### src/sv/mdtp_pkg.sv
// Shared types and constants of the masked desaturate and tint pixel block.
`timescale 1ns / 1ps
`default_nettype none
package mdtp_pkg;

    localparam int CFG_IDX_W = 2;
    localparam int CFG_DATA_W = 8;

    localparam logic [CFG_IDX_W-1:0] REG_SATURATION  = 2'd0;
    localparam logic [CFG_IDX_W-1:0] REG_TINT_WEIGHT = 2'd1;

    localparam logic [7:0] SAT_RESET   = 8'd255;
    localparam logic [7:0] TINT_RESET  = 8'd0;
    localparam logic [7:0] FULL_WEIGHT = 8'd255;

    // Luma weights, summing to 256
    localparam logic [15:0] LUMA_R = 16'd79;
    localparam logic [15:0] LUMA_G = 16'd156;
    localparam logic [15:0] LUMA_B = 16'd21;

    typedef struct packed {
        logic       processed;
        logic [7:0] red;
        logic [7:0] green;
        logic [7:0] blue;
        logic [7:0] back_red;
        logic [7:0] back_green;
        logic [7:0] back_blue;
        logic       last;
    } pix_t;

    typedef struct packed {
        logic [7:0] red;
        logic [7:0] green;
        logic [7:0] blue;
        logic       processed;
        logic       last;
    } res_t;

endpackage
`default_nettype wire

### src/sv/mdtp_desat.sv
// Three-stage desaturation pipeline: luma, grey scaling, per-channel mix.
`timescale 1ns / 1ps
`default_nettype none
module mdtp_desat (
    input  wire logic          aclk,
    input  wire logic          aresetn,
    input  wire logic [7:0]    saturation,
    input  wire logic          in_valid,
    output logic               in_ready,
    input  wire mdtp_pkg::pix_t in_pix,
    output logic               out_valid,
    input  wire logic          out_ready,
    output mdtp_pkg::pix_t     out_pix
);
    import mdtp_pkg::*;

    logic        v1_reg, v1_next, v2_reg, v2_next, v3_reg, v3_next;
    logic        rdy1, rdy2, rdy3;
    pix_t        p1_reg, p2_reg, p3_reg, p3_next;
    logic [15:0] luma_reg, luma_next;
    logic [15:0] grey_reg, grey_next;
    logic [23:0] grey_prod;
    logic [7:0]  inv_sat;
    logic [15:0] mix_r, mix_g, mix_b;

    // A stage takes a word when it is empty or its word moves on
    assign rdy3     = !v3_reg || out_ready;
    assign rdy2     = !v2_reg || rdy3;
    assign rdy1     = !v1_reg || rdy2;
    assign in_ready = rdy1;

    assign v1_next = rdy1 ? in_valid : v1_reg;
    assign v2_next = rdy2 ? v1_reg : v2_reg;
    assign v3_next = rdy3 ? v2_reg : v3_reg;

    // Stage 1: weighted luma sum
    assign luma_next = 16'(in_pix.red) * LUMA_R + 16'(in_pix.green) * LUMA_G
                     + 16'(in_pix.blue) * LUMA_B;

    // Stage 2: scale luma by the inverse saturation
    assign inv_sat   = FULL_WEIGHT - saturation;
    assign grey_prod = 24'(luma_reg) * 24'(inv_sat);
    assign grey_next = grey_prod[23:8];

    // Stage 3: mix grey into each channel, skip at full saturation
    assign mix_r = 16'(p2_reg.red) * 16'(saturation) + grey_reg;
    assign mix_g = 16'(p2_reg.green) * 16'(saturation) + grey_reg;
    assign mix_b = 16'(p2_reg.blue) * 16'(saturation) + grey_reg;

    always_comb begin
        p3_next = p2_reg;
        if (saturation != FULL_WEIGHT) begin
            p3_next.red   = mix_r[15:8];
            p3_next.green = mix_g[15:8];
            p3_next.blue  = mix_b[15:8];
        end
    end

    // Valid bits
    always_ff @(posedge aclk) begin
        if (!aresetn) begin
            v1_reg <= 1'b0;
            v2_reg <= 1'b0;
            v3_reg <= 1'b0;
        end else begin
            v1_reg <= v1_next;
            v2_reg <= v2_next;
            v3_reg <= v3_next;
        end
    end

    // Payload, held while the stage is stalled
    always_ff @(posedge aclk) begin
        if (rdy1) begin
            p1_reg   <= in_pix;
            luma_reg <= luma_next;
        end
        if (rdy2) begin
            p2_reg   <= p1_reg;
            grey_reg <= grey_next;
        end
        if (rdy3) begin
            p3_reg <= p3_next;
        end
    end

    assign out_valid = v3_reg;
    assign out_pix   = p3_reg;

endmodule
`default_nettype wire

### src/sv/mdtp_tint.sv
// Background blend and pass-through selection into the output register.
`timescale 1ns / 1ps
`default_nettype none
module mdtp_tint (
    input  wire logic          aclk,
    input  wire logic          aresetn,
    input  wire logic [7:0]    tint_weight,
    input  wire logic          in_valid,
    output logic               in_ready,
    input  wire mdtp_pkg::pix_t in_pix,
    output logic               out_valid,
    input  wire logic          out_ready,
    output mdtp_pkg::res_t     out_res
);
    import mdtp_pkg::*;

    logic        v_reg, v_next;
    res_t        res_reg, res_next;
    logic [7:0]  inv_tint;
    logic [15:0] bl_r, bl_g, bl_b;

    assign in_ready = !v_reg || out_ready;
    assign v_next   = in_ready ? in_valid : v_reg;

    // Blend each channel toward the background
    assign inv_tint = FULL_WEIGHT - tint_weight;
    assign bl_r = 16'(in_pix.red) * 16'(inv_tint) + 16'(in_pix.back_red) * 16'(tint_weight);
    assign bl_g = 16'(in_pix.green) * 16'(inv_tint)
                + 16'(in_pix.back_green) * 16'(tint_weight);
    assign bl_b = 16'(in_pix.blue) * 16'(inv_tint)
                + 16'(in_pix.back_blue) * 16'(tint_weight);

    // Select processed colour or background
    always_comb begin
        res_next.processed = in_pix.processed;
        res_next.last      = in_pix.last;
        if (!in_pix.processed) begin
            res_next.red   = in_pix.back_red;
            res_next.green = in_pix.back_green;
            res_next.blue  = in_pix.back_blue;
        end else if (tint_weight == 8'd0) begin
            res_next.red   = in_pix.red;
            res_next.green = in_pix.green;
            res_next.blue  = in_pix.blue;
        end else begin
            res_next.red   = bl_r[15:8];
            res_next.green = bl_g[15:8];
            res_next.blue  = bl_b[15:8];
        end
    end

    always_ff @(posedge aclk) begin
        if (!aresetn) begin
            v_reg <= 1'b0;
        end else begin
            v_reg <= v_next;
        end
    end

    // Hold the result word while the receiver stalls
    always_ff @(posedge aclk) begin
        if (in_ready) begin
            res_reg <= res_next;
        end
    end

    assign out_valid = v_reg;
    assign out_res   = res_reg;

endmodule
`default_nettype wire

### src/sv/masked_desaturate_tint_pixel.sv
// Top level of the masked desaturate and tint pixel block.
//
// Input channel s_*: one pixel word per handshake (mask byte, icon RGB,
// background RGB, last flag). Output channel m_*: one result word per
// input word, in order, with the resulting RGB, a processed flag and last.
// A zero mask byte processes the icon colour (desaturate, then tint);
// any other mask byte passes the background colour through.
// Each word passes the register stages luma sum, grey scaling, channel mix
// and blend in that order, each with one multiply level. Throughput is one
// pixel per cycle while m_ready is high.
// Every stage has its own valid bit and takes a word when empty or when its
// word moves on, so a stalled receiver fills the pipeline bubbles first and
// s_ready drops only once all four stages hold words; nothing is lost.
// Reset (aresetn low, synchronous) empties the pipeline and sets saturation
// to 255 and tint weight to 0. Write the registers through cfg_we,
// cfg_index and cfg_wdata only while the pipeline is empty.
`timescale 1ns / 1ps
`default_nettype none
module masked_desaturate_tint_pixel (
    input  wire logic                           aclk,
    input  wire logic                           aresetn,
    input  wire logic                           cfg_we,
    input  wire logic [mdtp_pkg::CFG_IDX_W-1:0]  cfg_index,
    input  wire logic [mdtp_pkg::CFG_DATA_W-1:0] cfg_wdata,
    input  wire logic                           s_valid,
    output logic                                s_ready,
    input  wire logic [7:0]                     s_mask_byte,
    input  wire logic [7:0]                     s_icon_red,
    input  wire logic [7:0]                     s_icon_green,
    input  wire logic [7:0]                     s_icon_blue,
    input  wire logic [7:0]                     s_back_red,
    input  wire logic [7:0]                     s_back_green,
    input  wire logic [7:0]                     s_back_blue,
    input  wire logic                           s_last_in,
    output logic                                m_valid,
    input  wire logic                           m_ready,
    output logic [7:0]                          m_out_red,
    output logic [7:0]                          m_out_green,
    output logic [7:0]                          m_out_blue,
    output logic                                m_was_processed,
    output logic                                m_last_out
);
    import mdtp_pkg::*;

    logic [7:0] sat_reg, sat_next;
    logic [7:0] tint_reg, tint_next;
    pix_t       in_pix, mid_pix;
    logic       mid_valid, mid_ready;
    res_t       res;

    // Configuration register writes
    always_comb begin
        sat_next  = sat_reg;
        tint_next = tint_reg;
        if (cfg_we) begin
            case (cfg_index)
                REG_SATURATION:  sat_next  = cfg_wdata;
                REG_TINT_WEIGHT: tint_next = cfg_wdata;
                default: ;
            endcase
        end
    end

    always_ff @(posedge aclk) begin
        if (!aresetn) begin
            sat_reg  <= SAT_RESET;
            tint_reg <= TINT_RESET;
        end else begin
            sat_reg  <= sat_next;
            tint_reg <= tint_next;
        end
    end

    // Pack the input word
    always_comb begin
        in_pix.processed  = (s_mask_byte == 8'd0);
        in_pix.red        = s_icon_red;
        in_pix.green      = s_icon_green;
        in_pix.blue       = s_icon_blue;
        in_pix.back_red   = s_back_red;
        in_pix.back_green = s_back_green;
        in_pix.back_blue  = s_back_blue;
        in_pix.last       = s_last_in;
    end

    mdtp_desat u_desat (
        .aclk       (aclk),
        .aresetn    (aresetn),
        .saturation (sat_reg),
        .in_valid   (s_valid),
        .in_ready   (s_ready),
        .in_pix     (in_pix),
        .out_valid  (mid_valid),
        .out_ready  (mid_ready),
        .out_pix    (mid_pix)
    );

    mdtp_tint u_tint (
        .aclk        (aclk),
        .aresetn     (aresetn),
        .tint_weight (tint_reg),
        .in_valid    (mid_valid),
        .in_ready    (mid_ready),
        .in_pix      (mid_pix),
        .out_valid   (m_valid),
        .out_ready   (m_ready),
        .out_res     (res)
    );

    assign m_out_red       = res.red;
    assign m_out_green     = res.green;
    assign m_out_blue      = res.blue;
    assign m_was_processed = res.processed;
    assign m_last_out      = res.last;

endmodule
`default_nettype wire

### config.mk
export PLATFORM = sky130hd
export DESIGN_NAME = masked_desaturate_tint_pixel
export DESIGN_NICKNAME = d
export VERILOG_FILES = /design/src/sv/mdtp_pkg.sv /design/src/sv/mdtp_desat.sv /design/src/sv/mdtp_tint.sv /design/src/sv/masked_desaturate_tint_pixel.sv
export SDC_FILE = /design/constraint.sdc
export NUM_CORES = 2
export LEC_CHECK = 0
export BUFFER_PORTS_ARGS = -buffer_cell sky130_fd_sc_hd__buf_2
export CORE_MARGIN = 3
export CORE_UTILIZATION = 30
export DETAILED_ROUTE_END_ITERATION = 10
export GPL_ROUTABILITY_DRIVEN = 0
export GPL_TIMING_DRIVEN = 0
export PLACE_DENSITY_LB_ADDON = 0.05
export SYNTH_ARGS = -nofsm -noshare
export SYNTH_HDL_FRONTEND = slang
export SYNTH_SLANG_ARGS = --single-unit
### constraint.sdc
create_clock -name aclk -period 7.6 [get_ports aclk]
set_input_delay 1.52 -clock aclk [delete_from_list [all_inputs] [get_ports aclk]]
set_output_delay 1.52 -clock aclk [all_outputs]
set_load 0.02 [all_outputs]
# Word-level counts from Yosys, hierarchy flattened
# Index checks and enable logic that the tools add are counted.
# op_classes
addsub	10
multipliers	13
div_mod_pow	0
n_lt_le_gt_ge	0
eq_ne	2
n_shift	0
mux	3
n_bitwise	0
n_reduce_logical	13
# ops
cell	n
$mul 8x8->16	9
$add 16x16->16	6
$mux 24	3
$mul 16x8->24	1
$add 15x16->16	1
$add 16x13->16	1
$logic_not 8->1	2
$sub 8x8->8 const A	2
$mul 8x7->15 const B	1
$mul 8x6->14 const B	1
$mul 8x5->13 const B	1
$ne 8x8->1 const B	1
$logic_not 1->1	4
$logic_or 1x1->1	4
$reduce_and 2->1	2
$eq 2x1->1 const B	1
$logic_not 2->1	1
# word_totals
ff_bits	228
latchBits	0
ram_bits	0
mem_bits_ro	0
inputBits	72
output_inout_bits	28
mem_count	0

# Longest topological paths before layout
# depth
depth_word	5
depth_mapped	23
mapped_depth_nobuf	22

# By module
# Synthesis repeated with hierarchy kept, for this count alone.
# hier_totals
hier_cells	3423
area_unflattened_um2	34292.9
# modules_own_cells
module	instances	cells_each	area_per_inst_um2
mdtp_desat	1	1764	19316.0
mdtp_tint	1	1585	14258.7
masked_desaturate_tint_pixel	1	74	718.2

# Least setup slack after synthesis
# OpenSTA, ideal clock, no wires.
# synth_timing
path_kind	input to register
start	input s_icon_green[4]
end	register u_desat.luma_reg[15], data pin
setup_ns	0.262
arrival_time_ns	6.768
t_required_ns	7.338
slack_ns	0.570
cell_stages	19
path_cell_list	inv_1 -> fa_1 -> inv_1 -> ha_1 -> fa_1 -> ha_1 -> xnor2_1 -> fa_1 -> fa_1 -> inv_1 -> fa_1 -> fa_1 -> inv_1 -> ha_1 -> a31oi_1 -> o21ai_1 -> a2111oi_0 -> o31ai_1 -> xnor2_1
# synth_via
elab_chain_len	3
# synth_lines
element	line_no	text
start, declared	masked_desaturate_tint_pixel.sv:29	input wire logic [7:0] s_icon_green,
$mul 8x6->14	mdtp_desat.sv:37	assign luma_next = 16'(in_pix.red) * LUMA_R + 16'(in_pix.green) * LUMA_G
$add 15x16->16	mdtp_desat.sv:37	
$add 16x13->16	mdtp_desat.sv:38	+ 16'(in_pix.blue) * LUMA_B;
net u_desat.luma_next[15]	mdtp_desat.sv:20	logic [15:0] luma_reg, luma_next;
end signal, assigned	mdtp_desat.sv:76	luma_reg <= luma_next;
end, declared	mdtp_desat.sv:20	
# The timed path passes the listed nets, and every way through them passes these cells.
# A chain may end at the register's enable or synchronous reset.

==> out/metrics.yaml <==
status: "complete, no violations"
die_height_um: 342.0
die_w_um: 342.0
synthTopCellsByArea: "fa_1, edfxtp_1, ha_1"
timing.fmax_mhz: 136.0
htreeDepth: 1
hp-class: "reg2reg"
synthCells: 3378
synth_top_area_share: 0.3392
grt_util_all_layers: 0.1791
initial_core_util: 0.3040
cp_max_fo: 10
grt_max_degree: 60
setup_viol: 0
final_nets: 4539
synth_fp_nets: 4406
drt_first_iter_violations: 794
synth.most_common_cell: "inv_1"
syn-mean-instance-area_um2: 10.03
netlist_area_mm2: 0.03387
start_kind: "register"
io_pins: 100
clock_skew_ns: 0.03937
wire_per_inst_um: 20.21
synthTopCellsByCount: "inv_1, fa_1, ha_1"
num_rows: 122
ys_seq_elements: 228
cts_buffers: 31
drcViolationCount: 0
cp.arrival_ns: 7.67
ys_warn_count: 0
worst_pin_slew_ns: 1.058
firstDrtPassIters: 5
fin_crit_ns: 7.351
grt_overflow: 0
maxCapViolCount: 0
antenna_found_initial: 4
required_ns: 7.92
drive_gt1_frac: 0.04921
worst_setup_path_end_kind: "register"
cts_tree: "built"
dp_hpwl_um: 82110
routed_via_density: 4.379
slew_violations: 0
clk_pin_slew_worst_paths_ns: 0.06
io_buffers: 98
ys_seq_area_frac: 0.1962
antenna_left: 0
clock_sinks: 228
grt_pass1_wl_um: 155800
area_delta_synth_final_pct: 10.27
synth_ff_type: "edfxtp_1"
core_mm2: 0.1114
postCtsSetupBuffers: 0
yosys.area.top_type: "fa_1"
min_period_over_period: 0.9672
setup_tns_ns: 0
drt_wl_total_um: 101600
path_class: "reg2reg"
clk_latency_ns: 0.63
cts-root-buf: "clkbuf_16"
rsz0062_at_grt: "false"
slew_headroom: 0.2944
grt_pass1_vias: 24190
synth_edf_count: 208
cts_hold_buffers: 0
clockBufferDepth: 3
hold_violations: 0
ys_types: 56
vias: 22020
die_area_mm2: 0.1170
synth-async-reset-ratio: 0
==> metrics by stage <==
step,instance area (µm²),instances,setup WS [ns],util,hold slack (ns)
3_5_place_dp,36300,4966,-0.1976,0.3257,0.4045
3_3_place_gp,36220,4964,-0.2246,0.3251,0.4008
2_1_floorplan,33870,3378,0.5698,-,0.4003
4_1_cts,37330,5024,0.04834,0.3350,0.3982
5_1_grt,37340,5024,0.07462,0.3351,0.4192
6_report,37350,5029,0.2492,0.3352,0.3899
==> cell usage in the layout, fill, tap and decap left out, drive strengths merged, types with 47 or more instances in the layout <==
cell,n
a21oi,47
and2,227
buf,121
clkbuf,121
edfxtp,208
fa,574
ha,382
inv,828
nand2,230
nand2b,154
nor2,73
nor2b,185
xnor2,60
==> metal layers <==
metal	vias to the layer above	GRT usage	wire length [µm]
met2	245	0.3281	52470
met1	11180	0.2359	45370
met4	0	0.02250	1257
met3	58	0.01425	2544
met5	-	0	0
li1	10540	-	-
==> kinds of logic (layout without fill, tap and decap cells) <==
group	Yosys count	count (layout)	synth area share
and+or+nand+nor	957	957	0.1534
buffers and inverters	932	1090	0.1033
muxes	19	19	0.005762
other	0	5	0
adders and majority gates	956	956	0.4803
xor gates and xnor gates	79	79	0.02043
DFF	228	228	0.1962
AOI/OAI and AO/OA	207	207	0.04052
==> area by class of cell <==
type,count,area [µm²]
fillers,11760,74080
multi-input cells,2218,23740
flip-flops and latches,228,6646
inverters,822,3088
well taps,1488,1862
clock buffers,33,783.3
repair buffers,100,545.5
plain buffers,110,427.9
clock inverters,25,244.0
diodes,5,12.51
==> worst paths after layout <==
path | startpoint | cells after the start | end | slack, ns
max reg2reg | tint_reg[5]$_SDFFE_PN0P_ | 20 | u_tint.out_res[17]$_DFFE_PP_ | 0.25
min | u_desat.p1_reg[18]$_DFFE_PP_ | 0 | u_desat.p2_reg[18]$_DFFE_PP_ | 0.39
min reg2reg | u_desat.p1_reg[18]$_DFFE_PP_ | 0 | u_desat.p2_reg[18]$_DFFE_PP_ | 0.39
max | tint_reg[5]$_SDFFE_PN0P_ | 20 | u_tint.out_res[17]$_DFFE_PP_ | 0.25
==> timing repair <==
item / in CTS / in global routing
cloned: 0 / 0
resized for setup: 4 / 11
setup endpoints to repair: 5 / 3
==> critical path: stages (launching register included) <==
cell and delay [ns]:
dfxtp_1 0.46, clkbuf_1 0.71, clkbuf_2 0.50, nand2_1 0.14, fa_1 0.51, fa_1 0.51, inv_1 0.06, fa_1 0.52
fa_1 0.44, fa_1 0.49, inv_1 0.05, fa_1 0.48, inv_1 0.04, ha_1 0.21, or4_1 0.54, a21oi_2 0.19
o31ai_1 0.15, a211o_1 0.33, a31oi_1 0.23, mux2i_1 0.10, a311o_1 0.36
Power is not shown: default switching activity piles up to over one toggle a cycle in this logic, so the estimate is an artifact.
